==> config.mk <==
export PLATFORM = sky130hd
export DESIGN_NAME = nvdc_queue
export DESIGN_NICKNAME = d
export VERILOG_FILES = /design/src/sv/nvdc_pkg.sv /design/src/sv/nvdc_queue.sv
export SDC_FILE = /design/constraint.sdc
export NUM_CORES = 1
export LEC_CHECK = 0
export BUFFER_PORTS_ARGS = -buffer_cell sky130_fd_sc_hd__buf_2
export CORE_ASPECT_RATIO = 0.8
export CORE_UTILIZATION = 28
export CTS_CLUSTER_SIZE = 25
export DETAILED_ROUTE_END_ITERATION = 10
export PLACE_DENSITY = 0.48
export SKIP_LAST_GASP = 1
export SLEW_MARGIN = 25
export SYNTH_ARGS = -nofsm -noshare
export SYNTH_HDL_FRONTEND = slang
export SYNTH_SLANG_ARGS = --single-unit
==> constraint.sdc <==
create_clock -name clk -period 3.1 [get_ports clk]
set_input_delay 0.62 -clock clk [delete_from_list [all_inputs] [get_ports clk]]
set_output_delay 0.62 -clock clk [all_outputs]
set_load 0.01 [all_outputs]
==> src/sv/nvdc_pkg.sv <==
// Package for the node visit depth counter.
// Holds the item codes, the queued command and node record types, and register indexes.
// No dependencies.
package nvdc_pkg;

	typedef enum logic [1:0] {
		FUNC_VISIT = 2'd0,
		FUNC_PATH  = 2'd1,
		FUNC_READ  = 2'd2,
		FUNC_NONE  = 2'd3
	} func_t;

	// Configuration register indexes
	localparam logic CFG_NODE_COUNT     = 1'b0;
	localparam logic CFG_COUNT_DISTINCT = 1'b1;

	localparam int QDEPTH = 2;

	typedef struct packed {
		func_t       op;
		logic        ok;
		logic [31:0] len;
	} cmd_t;

	localparam int CMD_W = $bits(cmd_t);

	typedef struct packed {
		logic [31:0] mark;
		logic [31:0] distinct;
		logic [31:0] visit;
	} node_rec_t;

	typedef enum logic [1:0] {
		BK_CLEAR = 2'd0,
		BK_IDLE  = 2'd1,
		BK_EXEC  = 2'd2
	} back_state_t;

endpackage

==> src/sv/nvdc_queue.sv <==
// Small FIFO between the front and back stages.
// Depends on nvdc_pkg for its depth.
module nvdc_queue import nvdc_pkg::*; #(
	parameter int W = 8
) (
	input  logic         clk,
	input  logic         arst_n,
	input  logic         push,
	input  logic [W-1:0] din,
	input  logic         pop,
	output logic [W-1:0] head,
	output logic         empty,
	output logic         full
);

	localparam int PW = (QDEPTH > 1) ? $clog2(QDEPTH) : 1;
	localparam int CW = $clog2(QDEPTH + 1);

	logic [W-1:0]  slot_q [QDEPTH];
	logic [PW-1:0] wr_ptr_q;
	logic [PW-1:0] rd_ptr_q;
	logic [CW-1:0] count_q;

	assign empty = (count_q == CW'(0));
	assign full  = (count_q == CW'(QDEPTH));
	assign head  = slot_q[rd_ptr_q];

	always_ff @(posedge clk or negedge arst_n) begin
		if (!arst_n) begin
			wr_ptr_q <= '0;
			rd_ptr_q <= '0;
			count_q  <= '0;
		end else begin
			if (push) begin
				wr_ptr_q <= (wr_ptr_q == PW'(QDEPTH - 1)) ? '0 : wr_ptr_q + PW'(1);
			end
			if (pop) begin
				rd_ptr_q <= (rd_ptr_q == PW'(QDEPTH - 1)) ? '0 : rd_ptr_q + PW'(1);
			end
			if (push && !pop) begin
				count_q <= count_q + CW'(1);
			end else if (pop && !push) begin
				count_q <= count_q - CW'(1);
			end
		end
	end

	always_ff @(posedge clk) begin
		if (push) begin
			slot_q[wr_ptr_q] <= din;
		end
	end

endmodule

==> reports/results.txt <==
DP Area: 909.6 um^2
Synth warn: 0
GRT met3 Usage: 5.570%
Final setup viols: 0
Period utilization: 65.67%
Setup TNS: 0 ns
Arr. time, crit path: 1.42 ns
Vias in the first global route: 413
Post-synth top area cell: edfxtp_1
Yosys reg bits: 20
Tmin final: 2.036 ns
Die Span Y: 48.93 um
Max incr delay on CP: 0.60 ns
IO Count: 22
Adder-Cell Fraction of Synth Area: 1.623%
PostCTS Resize Cnt: 0
Pin count of the biggest net entering global routing: 13
Antenna violations before repair: 0
Combinational family with the most area after synthesis: multiplexers
Top area cells in the synthesized netlist: edfxtp_1, dfrtp_1, mux2_2, xor2_1, ha_1
P_leak: 0.3883 nW
Total grt overflow: 0
Synth top area share: 62.34%
Final slew viol count: 0
PortBufs: 21
CP cell instances: mux2_2 > buf_2
Remaining DRCs: 0
Power per cell area: 874.2 nW/um^2
Met2 usage: 15.02%
Routed Antenna Nets: 0
Synthesized area: 770.7 um^2
R2R depth: 1
CP Data Required Time: 2.48 ns
WL final: 1196 um
Final Core Density: 38.14%
Final #Nets: 79
RSZ-0062 raised after global routing: false
Slowest cell on the critical path: dfrtp_1
1st-iter DRT viols: 5
Initial core utilization: 30.56%
Worst Hold Class: input pin to asynchronous set/reset pin
Layout area overhead: 24.84%
CTS tree: yes
Max Cap Violations: 0
Vias per Instance: 3.861
Global-route wire length before repair: 1897 um
Critical path type: register to output port
GRT Total Usage: 9.061%
Mapped Cells: 41
Post-synthesis mux area share: 11.69%
Htree depth: 1
Levels on crit path: 2
Die Area: 2968 um^2
Top delay family on crit path: flip-flops
Clk_lat worst skew: 0.29 ns
Core Region: 2522 um^2
TritonCTS Buffers: 3
Cell variety after synth: 12
Layout cells sized above 1: 52.31%
Xor and xnor area share after synthesis: 5.682%
Pre-CTS setup slack: 1.358 ns
Post-route setup slack: 1.064 ns
Achievable Freq: 491.2 MHz
Status: complete, no violations
CTS clk-pin slew, worst paths: 0.10 ns
Routability cong.: 0.6458
Post-CTS Setup Bufs: 0
Register area share after synthesis: 75.32%
Clock Sinks: 20
Peak VDD IR: 0.4003 mV
Post-route cell area: 962.2 um^2
WP buf/inv: 1
First drt pass iteration count: 2
DR vias: 390
Rows: 16
Clock buffer depth: 2
GR peak layer: met2
Syn nets: 54
CTS Hold Buffers Added: 0
Worst Hold Slack: 0.1173 ns
Skew final: 0.007079 ns
Fin. Hold Viols: 0
Synth Area in Compound Gates: 0%
# diodes: 0
DR WL/cell: 11.84 um
Mean area per synthesized cell: 18.80 um^2
Synth Area in Simple Gates: 3.734%
Met1 usage: 10.09%
Root Buffer: clkbuf_4
Worst-Margin Slew: 0.7392 ns
Chip width: 60.66 um
Crit path capture type: output port
Worst-path fanout max: 9
Max_slew headroom: 50.62%
Register-to-register setup slack: 1.73 ns
Critical path startpoint category: register
## synth_stat cells
cell type and number:
edfxtp_1 16, mux2_2 8, dfrtp_1 4, xor2_1 4, nor2_1 2, and2_1 1
and2b_2 1, buf_6 1, ha_1 1, inv_1 1, nor2b_1 1, xnor2_1 1
## final timing paths
check / end / startpoint
setup / recovery: head[3] / rd_ptr_q
hold / removal: count_q[1] / arst_n
setup reg to reg: slot_q[0][6] / wr_ptr_q
hold reg to reg: count_q[1] / count_q[1]
max in group asynchronous: wr_ptr_q / arst_n
min in group clk: count_q[1] / count_q[1]
## power breakdown
part	internal [mW]	switching, mW	leakage, nW
Sequential	0.365	0.0528	0.197
Clock	0.131	0.0744	0.0279
Combinational	0.117	0.101	0.164
## logic make-up after synthesis
| kind of cell | count (synthesis) |
|---|---|
| XOR/XNOR | 5 |
| flip-flops | 20 |
| AND/OR/NAND/NOR | 5 |
| adder cells (fa/ha/maj) | 1 |
| multiplexers | 8 |
| buffers and inverters | 2 |
## per-stage QoR
stage          instances  total power, mW
2_1_floorplan         41           0.5701
3_3_place_gp          97           0.6457
3_5_place_dp          97           0.6462
4_1_cts              101           0.8567
5_1_grt              101           0.8952
6_report             101           0.8411
## layout by cell type, fill, tap and decap left out
cell       instances
bufinv_16          1
ha_1               1
inv_1              1
nor2b_1            1
and2_1             1
xnor2_1            1
xor2_1             4
clkbuf_4           3
nor2_1             2
dfrtp_1            4
edfxtp_1          16
mux2_2             8
and2b_2            1
buf_2             21
## sequential cells by signal, indices dropped and copies added (netlist names)
name and flops:
rd_ptr_q 1, slot_q 16, wr_ptr_q 1, count_q 2
## routing by layer
layer | vias to the layer above | wire length, um
met5 | - | 0
met2 | 9 | 576
met4 | 0 | 0
met1 | 185 | 567
li1 | 196 | -
met3 | 0 | 52
## area by class of cell
| cell class | instances | area (um^2) |
|---|---|---|
| Sequential cell | 20 | 580.6 |
| Tap cell | 36 | 45.04 |
| Clock buffer | 3 | 22.52 |
| Fill cell | 263 | 1560 |
| Clock inverter | 1 | 30.03 |
| Inverter | 1 | 3.754 |
| Multi-Input combinational cell | 19 | 175.2 |
| Timing Repair Buffer | 21 | 105.1 |
No activity file was read; power rests on OpenSTA's default activity.
