[config.mk]
export PLATFORM = sky130hd
export DESIGN_NAME = nvdc_front
export DESIGN_NICKNAME = d
export VERILOG_FILES = /design/src/sv/nvdc_pkg.sv /design/src/sv/nvdc_front.sv
export SDC_FILE = /design/constraint.sdc
export NUM_CORES = 1
export LEC_CHECK = 0
export BUFFER_PORTS_ARGS = -buffer_cell sky130_fd_sc_hd__buf_2
export CAP_MARGIN = 20
export CORE_MARGIN = 5
export CORE_UTILIZATION = 48
export DETAILED_ROUTE_END_ITERATION = 7
export GPL_ROUTABILITY_DRIVEN = 1
export HOLD_SLACK_MARGIN = 0.08
export PLACE_DENSITY = 0.9
export SYNTH_ARGS = -nofsm -noshare
export SYNTH_HDL_FRONTEND = slang
export SYNTH_SLANG_ARGS = --single-unit
[constraint.sdc]
create_clock -name clk -period 4.4 [get_ports clk]
set_clock_uncertainty 0.05 [all_clocks]
set_input_delay 0.22 -clock clk [delete_from_list [all_inputs] [get_ports clk]]
set_output_delay 0.22 -clock clk [all_outputs]
set_load 0.01 [all_outputs]
[src/sv/nvdc_pkg.sv]
// Package for the node visit depth counter.
// Holds the item codes, the queued command and node record types, and register indexes.
// No dependencies.
package nvdc_pkg;

	typedef enum logic [1:0] {
		FUNC_VISIT = 2'd0,
		FUNC_PATH  = 2'd1,
		FUNC_READ  = 2'd2,
		FUNC_NONE  = 2'd3
	} func_t;

	// Configuration register indexes
	localparam logic CFG_NODE_COUNT     = 1'b0;
	localparam logic CFG_COUNT_DISTINCT = 1'b1;

	localparam int QDEPTH = 2;

	typedef struct packed {
		func_t       op;
		logic        ok;
		logic [31:0] len;
	} cmd_t;

	localparam int CMD_W = $bits(cmd_t);

	typedef struct packed {
		logic [31:0] mark;
		logic [31:0] distinct;
		logic [31:0] visit;
	} node_rec_t;

	typedef enum logic [1:0] {
		BK_CLEAR = 2'd0,
		BK_IDLE  = 2'd1,
		BK_EXEC  = 2'd2
	} back_state_t;

endpackage

[src/sv/nvdc_front.sv]
// Front stage: accepts requests, decodes the node id and range-checks it.
// Depends on nvdc_pkg.
module nvdc_front import nvdc_pkg::*; #(
	parameter int NODE_CAPACITY = 65536,
	parameter int AW            = 16
) (
	input  logic                 clk,
	input  logic                 arst_n,
	input  logic                 start,
	output logic                 busy,
	input  logic [1:0]           func,
	input  logic signed [17:0]   node_id,
	input  logic [31:0]          seg_len,
	input  logic [16:0]          node_count,
	input  logic                 clearing,
	input  logic                 q_full,
	output logic                 q_push,
	output cmd_t                 q_cmd,
	output logic [AW-1:0]        q_addr
);

	localparam logic [24:0] CAP = 25'(NODE_CAPACITY);

	logic        valid_s1;
	cmd_t        cmd_s1;
	logic [AW-1:0] addr_s1;

	logic        accept;
	logic [17:0] mag;
	logic [24:0] addr_full;
	logic        ok;
	logic        keep;
	func_t       op;

	always_comb begin
		op        = func_t'(func);
		mag       = node_id[17] ? 18'(~node_id + 18'sd1) : 18'(node_id);
		ok        = (mag != 18'd0) && (mag <= {1'b0, node_count}) && ({7'b0, mag} <= CAP);
		addr_full = {7'b0, mag} - 25'd1;
		// drop unused codes and visits to nodes out of range
		keep      = (op == FUNC_PATH) || (op == FUNC_READ) || ((op == FUNC_VISIT) && ok);
	end

	assign busy   = clearing || (valid_s1 && q_full);
	assign accept = start && !busy;
	assign q_push = valid_s1 && !q_full;
	assign q_cmd  = cmd_s1;
	assign q_addr = addr_s1;

	always_ff @(posedge clk or negedge arst_n) begin
		if (!arst_n) begin
			valid_s1 <= 1'b0;
		end else if (accept) begin
			valid_s1 <= keep;
		end else if (q_push) begin
			valid_s1 <= 1'b0;
		end
	end

	always_ff @(posedge clk) begin
		if (accept) begin
			cmd_s1.op  <= op;
			cmd_s1.ok  <= ok;
			cmd_s1.len <= seg_len;
			addr_s1    <= addr_full[AW-1:0];
		end
	end

endmodule

==> flow_summary.yaml, run 1 <==
timing:
  hold_viol_final: 0
  min_period_ns: 3.402
  rsz0062_at_grt: "false"
  timing.fmax_mhz: 293.9
  finalSetupViolations: 0
  final_max_slew_viol_count: 0
  slew_headroom_pct: 30.19
  setup_ws_ns: 0.9976
  post-route-period-util_pct: 77.33
  tightest_slew_ns: 1.045
  timing.setup.tns_ns: 0
global_routing:
  track_usage_pct: 22.83
  antenna_found_initial: 0
  overflow: 0
  grt_max_degree: 41
  grt_pass1_vias: 2716
  grt_pass1_wl_um: 13340
layout:
  layout_commonest_cell: "buf_2"
  diodes: 0
  layout-drive-gt1-share_pct: 36.74
  areaGrowthSynthToFinish_pct: 41.13
  instances_no_fill: 486
  nets: 504
  layout.cells.most_common_list: "126 x buf_2, 51 x edfxtp_1, 35 x dlygate4sd3_1"
drt:
  firstDrtPassIters: 4
  dr_total_vias: 2519
  drtAntennaViolNets: 0
  drt_iter0_markers: 166
  drc: 0
  post_drt_via_cell_ratio: 5.183
  wire_per_inst_um: 17.73
  drt-total-wl_um: 8617
floorplanning:
  rows: 28
  design.core.area_mm2: 0.005921
  ios: 127
  start_util_pct: 49.07
  die_x_um: 87.80
  fp.dieArea_mm2: 0.007709
  die_y_um: 87.80
run_status:
  status: "completed"
worst_setup_path:
  start_kind: "input port"
  ff2ff_path_depth: 3
  cp_max_fo: 6
  cp_data_arrival_time_ns: 3.54
  timing.rr.start: "valid_s1"
  r2r-end: "q_cmd[2]"
  r2r_slack_ns: 2.22
  crit_path_end_kind: "register"
  crit_type: "in -> reg"
  worstPathRequired_ns: 4.54
power_and_ir_drop:
  p_per_area_mw_per_mm2: 300.8
  vdd_drop_max_uv: 254.6
  p_leak_uw: 0.001854
yosys:
  synth_area_leaders: "edfxtp_1 53%, ha_1 8.6%, xnor2_1 4.5%"
  synth_top_cell_by_area: "edfxtp_1"
  synth_fp_nets: 340
  synthDistinctLibCells: 52
  yosysSeqAreaShare_pct: 53.57
  ys.flop_type: "edfxtp_1"
  yosysWarningCount: 0
  synth-async-reset-ratio_pct: 1.923
  syn_area_per_cell_um2: 11.81
  synth_top_area_share_pct: 52.71
  synth_area_mm2: 0.002905
  ys_ff_latch: 52
  syn_inst: 246
  synth-edff-count: 51
cts:
  post_cts_buffers: 0
  clockBufferDepth: 2
  htreeDepth: 2
  ctsRootBufferMaster: "clkbuf_8"
  cts.sinks: 52
  cts_buffers: 5
  cts_resized: 0
  cts_tree: "yes"
  clkTransAtPathRegs_ns: 0.09
  clock_latency_ns: 0.30
placement:
  port_buffers: 126
  place.gp.congestion: 0.8330
  hpwl_um: 6005
  pre_cts_ws_ns: 0.7569
  dp.cells: 443
job:
  maxCapViolCount: 0
hold_path:
  hold_path_class: "in -> async"
[worst max-delay path by stage]
stage / from / to / depth (start not counted)
final: node_id[8] / valid_s1 / 14
after global routing: node_id[0] / valid_s1 / 16
after CTS: node_id[8] / valid_s1 / 14
after detailed placement: node_id[0] / valid_s1 / 16
after global placement: node_id[8] / valid_s1 / 14
after floorplan: valid_s1 / valid_s1 / 4
[what timing repair did]
action                                 4_1_cts  5_1_grt
hold buffers                                35        0
setup endpoints to repair                    0        0
endpoints found under the hold margin       35        0
[per-layer routing]
layer,routed length (um),vias up,track usage [%]
li1,-,1224,-
met1,3244,1154,25.47
met2,4461,128,43.49
met3,736,13,4.704
met4,174,0,6.416
met5,0,-,0
[where the power goes]
group	switching [uW]	internal, uW
sequential	8.21	578
clock	157	229
combinational	140	121
total	305	928
[sequential cells by signal (all words and copies together), names as in the netlist]
name	count
valid_s1	1
q_addr	16
q_cmd	35
[synth_stat cells, types with 2 or more instances]
cell and count:
edfxtp_1 51, inv_1 34, ha_1 20, xnor2_1 15, nor2_1 13, nor3_1 11, nand2_1 9, a21oi_1 8
nor2b_1 8, xor2_1 7, nand3_1 4, nor4_1 4, a21o_1 3, a31o_2 3, a41o_1 3, nand4_1 3
o21ai_0 3, or4_4 3, a2111oi_0 2, a21boi_0 2, a311o_1 2, a311oi_1 2, a41oi_1 2, and2_1 2
buf_2 2, buf_4 2, nand2b_1 2, o31ai_1 2
[metrics by stage]
stage	total power (uW)	area [um^2]	hold slack, ns	utilization, %
floorplan	733.6	2905	-0.1256	-
global placement	814.3	3612	-0.05497	61.01
detailed placement	825.4	3612	-0.04984	61.01
CTS	1229	4100	0.1776	69.25
global route	1286	4100	0.2120	69.25
finish	1233	4100	0.2011	69.25
[area by class of cell]
| type | instances | area, um^2 |
|---|---|---|
| tap | 75 | 93.84 |
| inverter | 35 | 131.4 |
| timing repair buffer | 163 | 996.0 |
| sequential | 52 | 1556 |
| clock buffer | 5 | 68.82 |
| clock inverter | 3 | 68.82 |
| fill | 402 | 1821 |
| multi-input combinational | 153 | 1185 |
[worst max-delay path, stage by stage]
cell	delay, ns
buf_2	0.13
nor4_1	0.60
nand3b_1	0.24
o41ai_1	0.42
xor2_1	0.23
inv_1	0.09
ha_1	0.33
and3_1	0.19
a211oi_1	0.05
a31o_2	0.21
a31oi_1	0.19
nor3_1	0.08
mux2_2	0.31
a31o_2	0.25
[kinds of logic after synthesis]
kind of cell               share of synthesized area [%]
buffers and inverters                              5.900
AOI/OAI and AO/OA                                  10.21
DFF                                                53.57
and+or+nand+nor                                    13.57
adders and majority gates                          8.613
xor gates and xnor gates                           7.752
muxes                                             0.3876
(Power assumes the default switching activity.)
==> run 2: changes to the inputs <==
--- a/config.mk
+++ b/config.mk
@@ -8,11 +8,11 @@
 export BUFFER_PORTS_ARGS = -buffer_cell sky130_fd_sc_hd__buf_2
 export CAP_MARGIN = 20
 export CORE_MARGIN = 5
-export CORE_UTILIZATION = 48
+export CORE_UTILIZATION = 43
 export DETAILED_ROUTE_END_ITERATION = 7
 export GPL_ROUTABILITY_DRIVEN = 1
 export HOLD_SLACK_MARGIN = 0.08
-export PLACE_DENSITY = 0.9
+export PLACE_DENSITY = 0.86
 export SYNTH_ARGS = -nofsm -noshare
 export SYNTH_HDL_FRONTEND = slang
 export SYNTH_SLANG_ARGS = --single-unit
==> constraint.sdc (replaced) <==
create_clock -name clk -period 3.1 [get_ports clk]
set_clock_uncertainty 0.05 [all_clocks]
set_input_delay 0.155 -clock clk [delete_from_list [all_inputs] [get_ports clk]]
set_output_delay 0.155 -clock clk [all_outputs]
set_load 0.01 [all_outputs]
==> flow_summary.yaml, run 2 (same netlist as run 1, synthesis figures left out) <==
power_and_ir_drop:
  seq_power_share_pct: 50.6
  pwr-share-clk_pct: 24.4
  p_per_area_mw_per_mm2: 378.1
  p_int_uw: 1191
  p_leak_uw: 0.002003
  switching_share_pct: 27.59
  vdd_drop_max_uv: 173.1
  p_sw_uw: 453.8
  combPwrFrac_pct: 25.0
timing:
  finalSetupViolations: 0
  timing.fmax_mhz: 340.8
  final_max_slew_viol_count: 0
  hold-worst-slack_ns: 0.1534
  rsz0062_at_grt: "false"
  min_period_ns: 2.934
  setup_ws_ns: 0.1661
  post-route-period-util_pct: 94.64
  tightest_slew_ns: 0.5988
  slew_headroom_pct: 59.51
  hold_viol_final: 0
layout:
  multiInputGateArea_mm2: 0.001214
  layout.cells.most_common_list: "126 x buf_2, 51 x edfxtp_1, 36 x buf_4"
  diodes: 0
  largest_register_ffs: 35
  areaGrowthSynthToFinish_pct: 49.70
  layout_commonest_cell: "buf_2"
  layout-drive-gt1-share_pct: 42.25
  regArea_mm2: 0.001556
  nets: 538
  fillCellCount: 493
  design_area_mm2: 0.004349
worst_setup_path:
  critPathBufInv: 2
  worstPathRequired_ns: 3.25
  crit_type: "in -> reg"
  crit_path_end_kind: "register"
  cp_data_arrival_time_ns: 3.08
  timing.rr.start: "valid_s1"
  r2r_slack_ns: 1.21
  cp_max_fo: 4
  ff2ff_path_depth: 5
  crit_top_cell: "a31o_2"
  cp_top_family: "compound AO/OA/AOI/OAI gates"
  r2r-end: "valid_s1"
  max_stage_delay_ns: 0.35
  start_kind: "input port"
  crit_slowest_cell: "o41ai_2"
  crit_chain: "buf_2 > nor4_4 > nand3b_1 > o41ai_2 > xor2_1 > inv_1 > ha_1 > and3_1 > a211oi_1 > a31o_2 > a31oi_1 > nor3_1 > mux2_2 > a31o_2"
global_routing:
  grt_pass1_wl_um: 13280
  overflow: 0
  antenna_found_initial: 0
  track_usage_pct: 19.84
  grt_pass1_vias: 2705
  grt_max_degree: 45
floorplanning:
  ios: 127
  fp.dieArea_mm2: 0.008500
  die_x_um: 92.20
  die_y_um: 92.20
  design.core.area_mm2: 0.006681
  rows: 30
  start_util_pct: 43.48
placement:
  port_buffers: 126
  place.gp.congestion: 0.8641
  hpwl_um: 6436
  pre_cts_ws_ns: -0.2299
  placed_area_mm2: 0.003886
cts:
  post_cts_buffers: 0
  clockBufferDepth: 2
  ctsRootBufferMaster: "clkbuf_8"
  clock_latency_ns: 0.30
  htreeDepth: 2
  clkTransAtPathRegs_ns: 0.09
  cts_tree: "yes"
  cts.sinks: 52
  cts_buffers: 5
drt:
  dr_wl_met2_um: 4420
  wire_per_inst_um: 16.50
  post_drt_via_cell_ratio: 5.156
  drtAntennaViolNets: 0
  dr_total_vias: 2707
  drt_iter0_markers: 105
  wl_met1_um: 3356
  drt-total-wl_um: 8665
  firstDrtPassIters: 5
  met3_length_um: 724
  dr.max_layer_used: "met4"
  drc: 0
run_status:
  status: "completed"
job:
  maxCapViolCount: 0
hold_path:
  hold_path_class: "in -> async"
[run 2: changes by cell type in the layout (fill, tap and decap cells not counted), sizes merged]
cell,change
buf,+34
bufinv,-2
clkinv,+1
clkinvlp,+1
[run 2: metal layers]
metal  vias up  global-route usage (%)
met1      1267                   21.68
met4         0                   7.054
li1       1289                       -
met2       134                   36.25
met5         -                       0
met3        17                   5.824
[run 2: area by class of cell]
| class | count | share of cell area (%) |
|---|---|---|
| repair buffers | 197 | 28.77 |
| clock buffers | 5 | 1.582 |
| flip-flops and latches | 52 | 35.79 |
| clock inverters | 3 | 0.6329 |
| multi-input cells | 153 | 27.91 |
| well taps | 80 | 2.301 |
| inverters | 35 | 3.021 |
[run 2: what timing repair did]
action                                  4_1_cts  5_1_grt
endpoints found under the hold margin        35        0
hold buffers                                 35        0
resized for setup                             0        2
endpoints found under the setup margin        0        2
[run 2: worst max path at each step]
stage                start  depth (start not counted)  slack [ns]        to
2_1_floorplan   node_id[2]                         15        0.01  valid_s1
3_3_place_gp   node_id[10]                         14       -0.08  valid_s1
3_5_place_dp   node_id[10]                         14       -0.23  valid_s1
4_1_cts        node_id[10]                         14        0.07  valid_s1
5_1_grt        node_id[10]                         14        0.03  valid_s1
6_report       node_id[10]                         14        0.17  valid_s1
[run 2: stage by stage]
stage          power (uW)  setup TNS (ns)  utilization [%]  instances
6_report             1645               0            65.09        525
5_1_grt              1721               0            65.09        525
4_1_cts              1637               0            64.85        525
3_5_place_dp         1214         -0.3724            58.16        482
3_3_place_gp         1199        -0.08056            58.16        482
2_1_floorplan        1041               0                -        246
[run 2: power groups by stage]
stage	sequential (uW)	combinational, uW	clock (uW)
floorplan	867	174	0
global placement	846	354	0
detailed placement	847	367	0
CTS	831	404	403
global route	835	448	438
finish	832	412	401
==> run 3: changes to the inputs <==
--- a/config.mk
+++ b/config.mk
@@ -7,12 +7,14 @@
 export LEC_CHECK = 0
 export BUFFER_PORTS_ARGS = -buffer_cell sky130_fd_sc_hd__buf_2
 export CAP_MARGIN = 20
+export CELL_PAD_IN_SITES_DETAIL_PLACEMENT = 1
+export CELL_PAD_IN_SITES_GLOBAL_PLACEMENT = 2
 export CORE_MARGIN = 5
-export CORE_UTILIZATION = 43
+export CORE_UTILIZATION = 26
 export DETAILED_ROUTE_END_ITERATION = 7
 export GPL_ROUTABILITY_DRIVEN = 1
 export HOLD_SLACK_MARGIN = 0.08
-export PLACE_DENSITY = 0.86
+export PLACE_DENSITY = 0.84
 export SYNTH_ARGS = -nofsm -noshare
 export SYNTH_HDL_FRONTEND = slang
 export SYNTH_SLANG_ARGS = --single-unit
==> flow_summary.yaml, run 3 (same netlist as run 1, synthesis figures left out) <==
power_and_ir_drop:
  vdd_drop_max_uv: 231.4
  seq_power_share_pct: 51.2
  p_per_area_mw_per_mm2: 369.3
  p_sw_uw: 443.7
  p_leak_uw: 0.001987
  p_int_uw: 1180
  switching_share_pct: 27.32
  pwr-share-clk_pct: 23.5
  combPwrFrac_pct: 25.2
layout:
  postLayoutCoreUtil_pct: 40.39
  instances_no_fill: 582
  largest_register_ffs: 35
  diodes: 0
  regArea_mm2: 0.001556
  layout_commonest_cell: "buf_2"
  multiInputGateArea_mm2: 0.001220
  areaGrowthSynthToFinish_pct: 51.38
  layout.cells.most_common_list: "126 x buf_2, 51 x edfxtp_1, 35 x dlygate4sd3_1"
  fillCellCount: 1247
  layout-drive-gt1-share_pct: 41.86
  nets: 535
worst_setup_path:
  cp_data_arrival_time_ns: 3.07
  cp_top_family: "compound AO/OA/AOI/OAI gates"
  max_stage_delay_ns: 0.46
  critPathBufInv: 2
  timing.rr.start: "valid_s1"
  crit_path_end_kind: "register"
  cp_max_fo: 3
  crit_path_start: "node_id[10]"
  start_kind: "input port"
  crit_type: "in -> reg"
  worstPathRequired_ns: 3.30
  crit_chain: "buf_2 > nor4_4 > nand3b_1 > buf_4 > o31ai_1 > xnor2_1 > ha_1 > a21o_1 > a2111oi_1 > a31oi_1 > nor3_1 > mux2_2 > a31o_2"
  crit_slowest_cell: "a2111oi_1"
job:
  maxCapViolCount: 0
global_routing:
  grt_max_degree: 54
  met3_usage_pct: 2.559
  track_usage_pct: 13.57
  met1_usage_pct: 14.95
  grt.met2_usage_pct: 26.16
  antenna_found_initial: 0
  overflow: 0
  grt_pass1_wl_um: 14070
  grt-busiest-layer: "met2"
  grt_pass1_vias: 2845
floorplanning:
  start_util_pct: 26.68
  design.core.area_mm2: 0.01089
  ios: 127
  rows: 38
  die_y_um: 115.7
  fp.dieArea_mm2: 0.01339
  die_x_um: 115.7
placement:
  place.gp.congestion: 0.8238
  dp.cells: 539
  port_buffers: 126
  hpwl_um: 7407
  pre_cts_ws_ns: -0.1514
cts:
  clock_latency_ns: 0.31
  cts_tree: "yes"
  ctsRootBufferMaster: "clkbuf_8"
  cts_buffers: 5
  clockBufferDepth: 2
  htreeDepth: 2
  cts.sinks: 52
  clkTransAtPathRegs_ns: 0.09
drt:
  drtAntennaViolNets: 0
  dr_total_vias: 2584
  wire_per_inst_um: 16.17
  drt_iter0_markers: 86
  post_drt_via_cell_ratio: 4.440
  drt-total-wl_um: 9413
  firstDrtPassIters: 3
  drc: 0
timing:
  timing.fmax_mhz: 349.5
  min_period_ns: 2.861
  finalSetupViolations: 0
  setup_ws_ns: 0.2389
  tightest_slew_ns: 0.6609
  post-route-period-util_pct: 92.29
  final_max_slew_viol_count: 0
  slew_headroom_pct: 55.94
  hold_viol_final: 0
  hold-worst-slack_ns: 0.1323
hold_path:
  hold_path_class: "in -> async"
run_status:
  status: "completed"
## run 3: cell types whose count changed in the layout (fill, tap and decap cells not counted), sizes merged
cell	change
buf	-3
clkinv	+1
clkinvlp	-1
## run 3: layout make-up
| type | count | area share (%) |
|---|---|---|
| timing repair buffer | 194 | 27.94 |
| inverter | 35 | 2.987 |
| tap | 140 | 3.983 |
| multi-input combinational | 153 | 27.74 |
| sequential | 52 | 35.39 |
| clock inverter | 3 | 0.3983 |
| clock buffer | 5 | 1.565 |
## run 3: path summary, 6_finish.rpt
path                                  to  slack, ns  depth (start not counted)
worst max-delay path            valid_s1       0.24                         13
worst max register to register  valid_s1       1.40                          5
min in group clk                valid_s1       0.18                          3
worst min-delay path            valid_s1       0.13                          2
max in group asynchronous       valid_s1       2.78                          2
worst min register to register  valid_s1       0.65                          2
## run 3: power groups by stage
| stage | clock network, uW | registers (uW) | logic (uW) |
|---|---|---|---|
| after CTS | 404 | 832 | 410 |
| after global placement | 0 | 846 | 357 |
| after floorplan | 0 | 867 | 174 |
| final | 382 | 832 | 410 |
| after detailed placement | 0 | 848 | 373 |
| after global routing | 431 | 835 | 455 |
## run 3: worst reg2reg max path: stages (launching register included)
cell and delay (ns):
dfrtp_1 0.42, a21o_1 0.23, nor2_4 0.07, buf_4 0.53, a22o_1 0.25, a31o_2 0.10
## run 3: metrics by stage
step	cell area (um^2)	setup TNS (ns)	total power (uW)
6_report	4398	0	1624
5_1_grt	4398	-0.04736	1721
4_1_cts	4375	0	1646
3_5_place_dp	3939	-0.2374	1222
3_3_place_gp	3939	-0.1681	1203
2_1_floorplan	2920	0	1041
## run 3: what timing repair did
action / in CTS / in global routing
setup endpoints to repair: 0 / 1
gates resized for setup: 0 / 4
endpoints found under the hold margin: 35 / 0
buffers inserted: 0 / 0
hold buffers: 35 / 0
## run 3: routing by layer
layer  wire length (um)  part of all wire [%]
met1               3780                    40
met2               4826                    51
met3                689                   7.3
met4                116                   1.2
met5                  0                     0
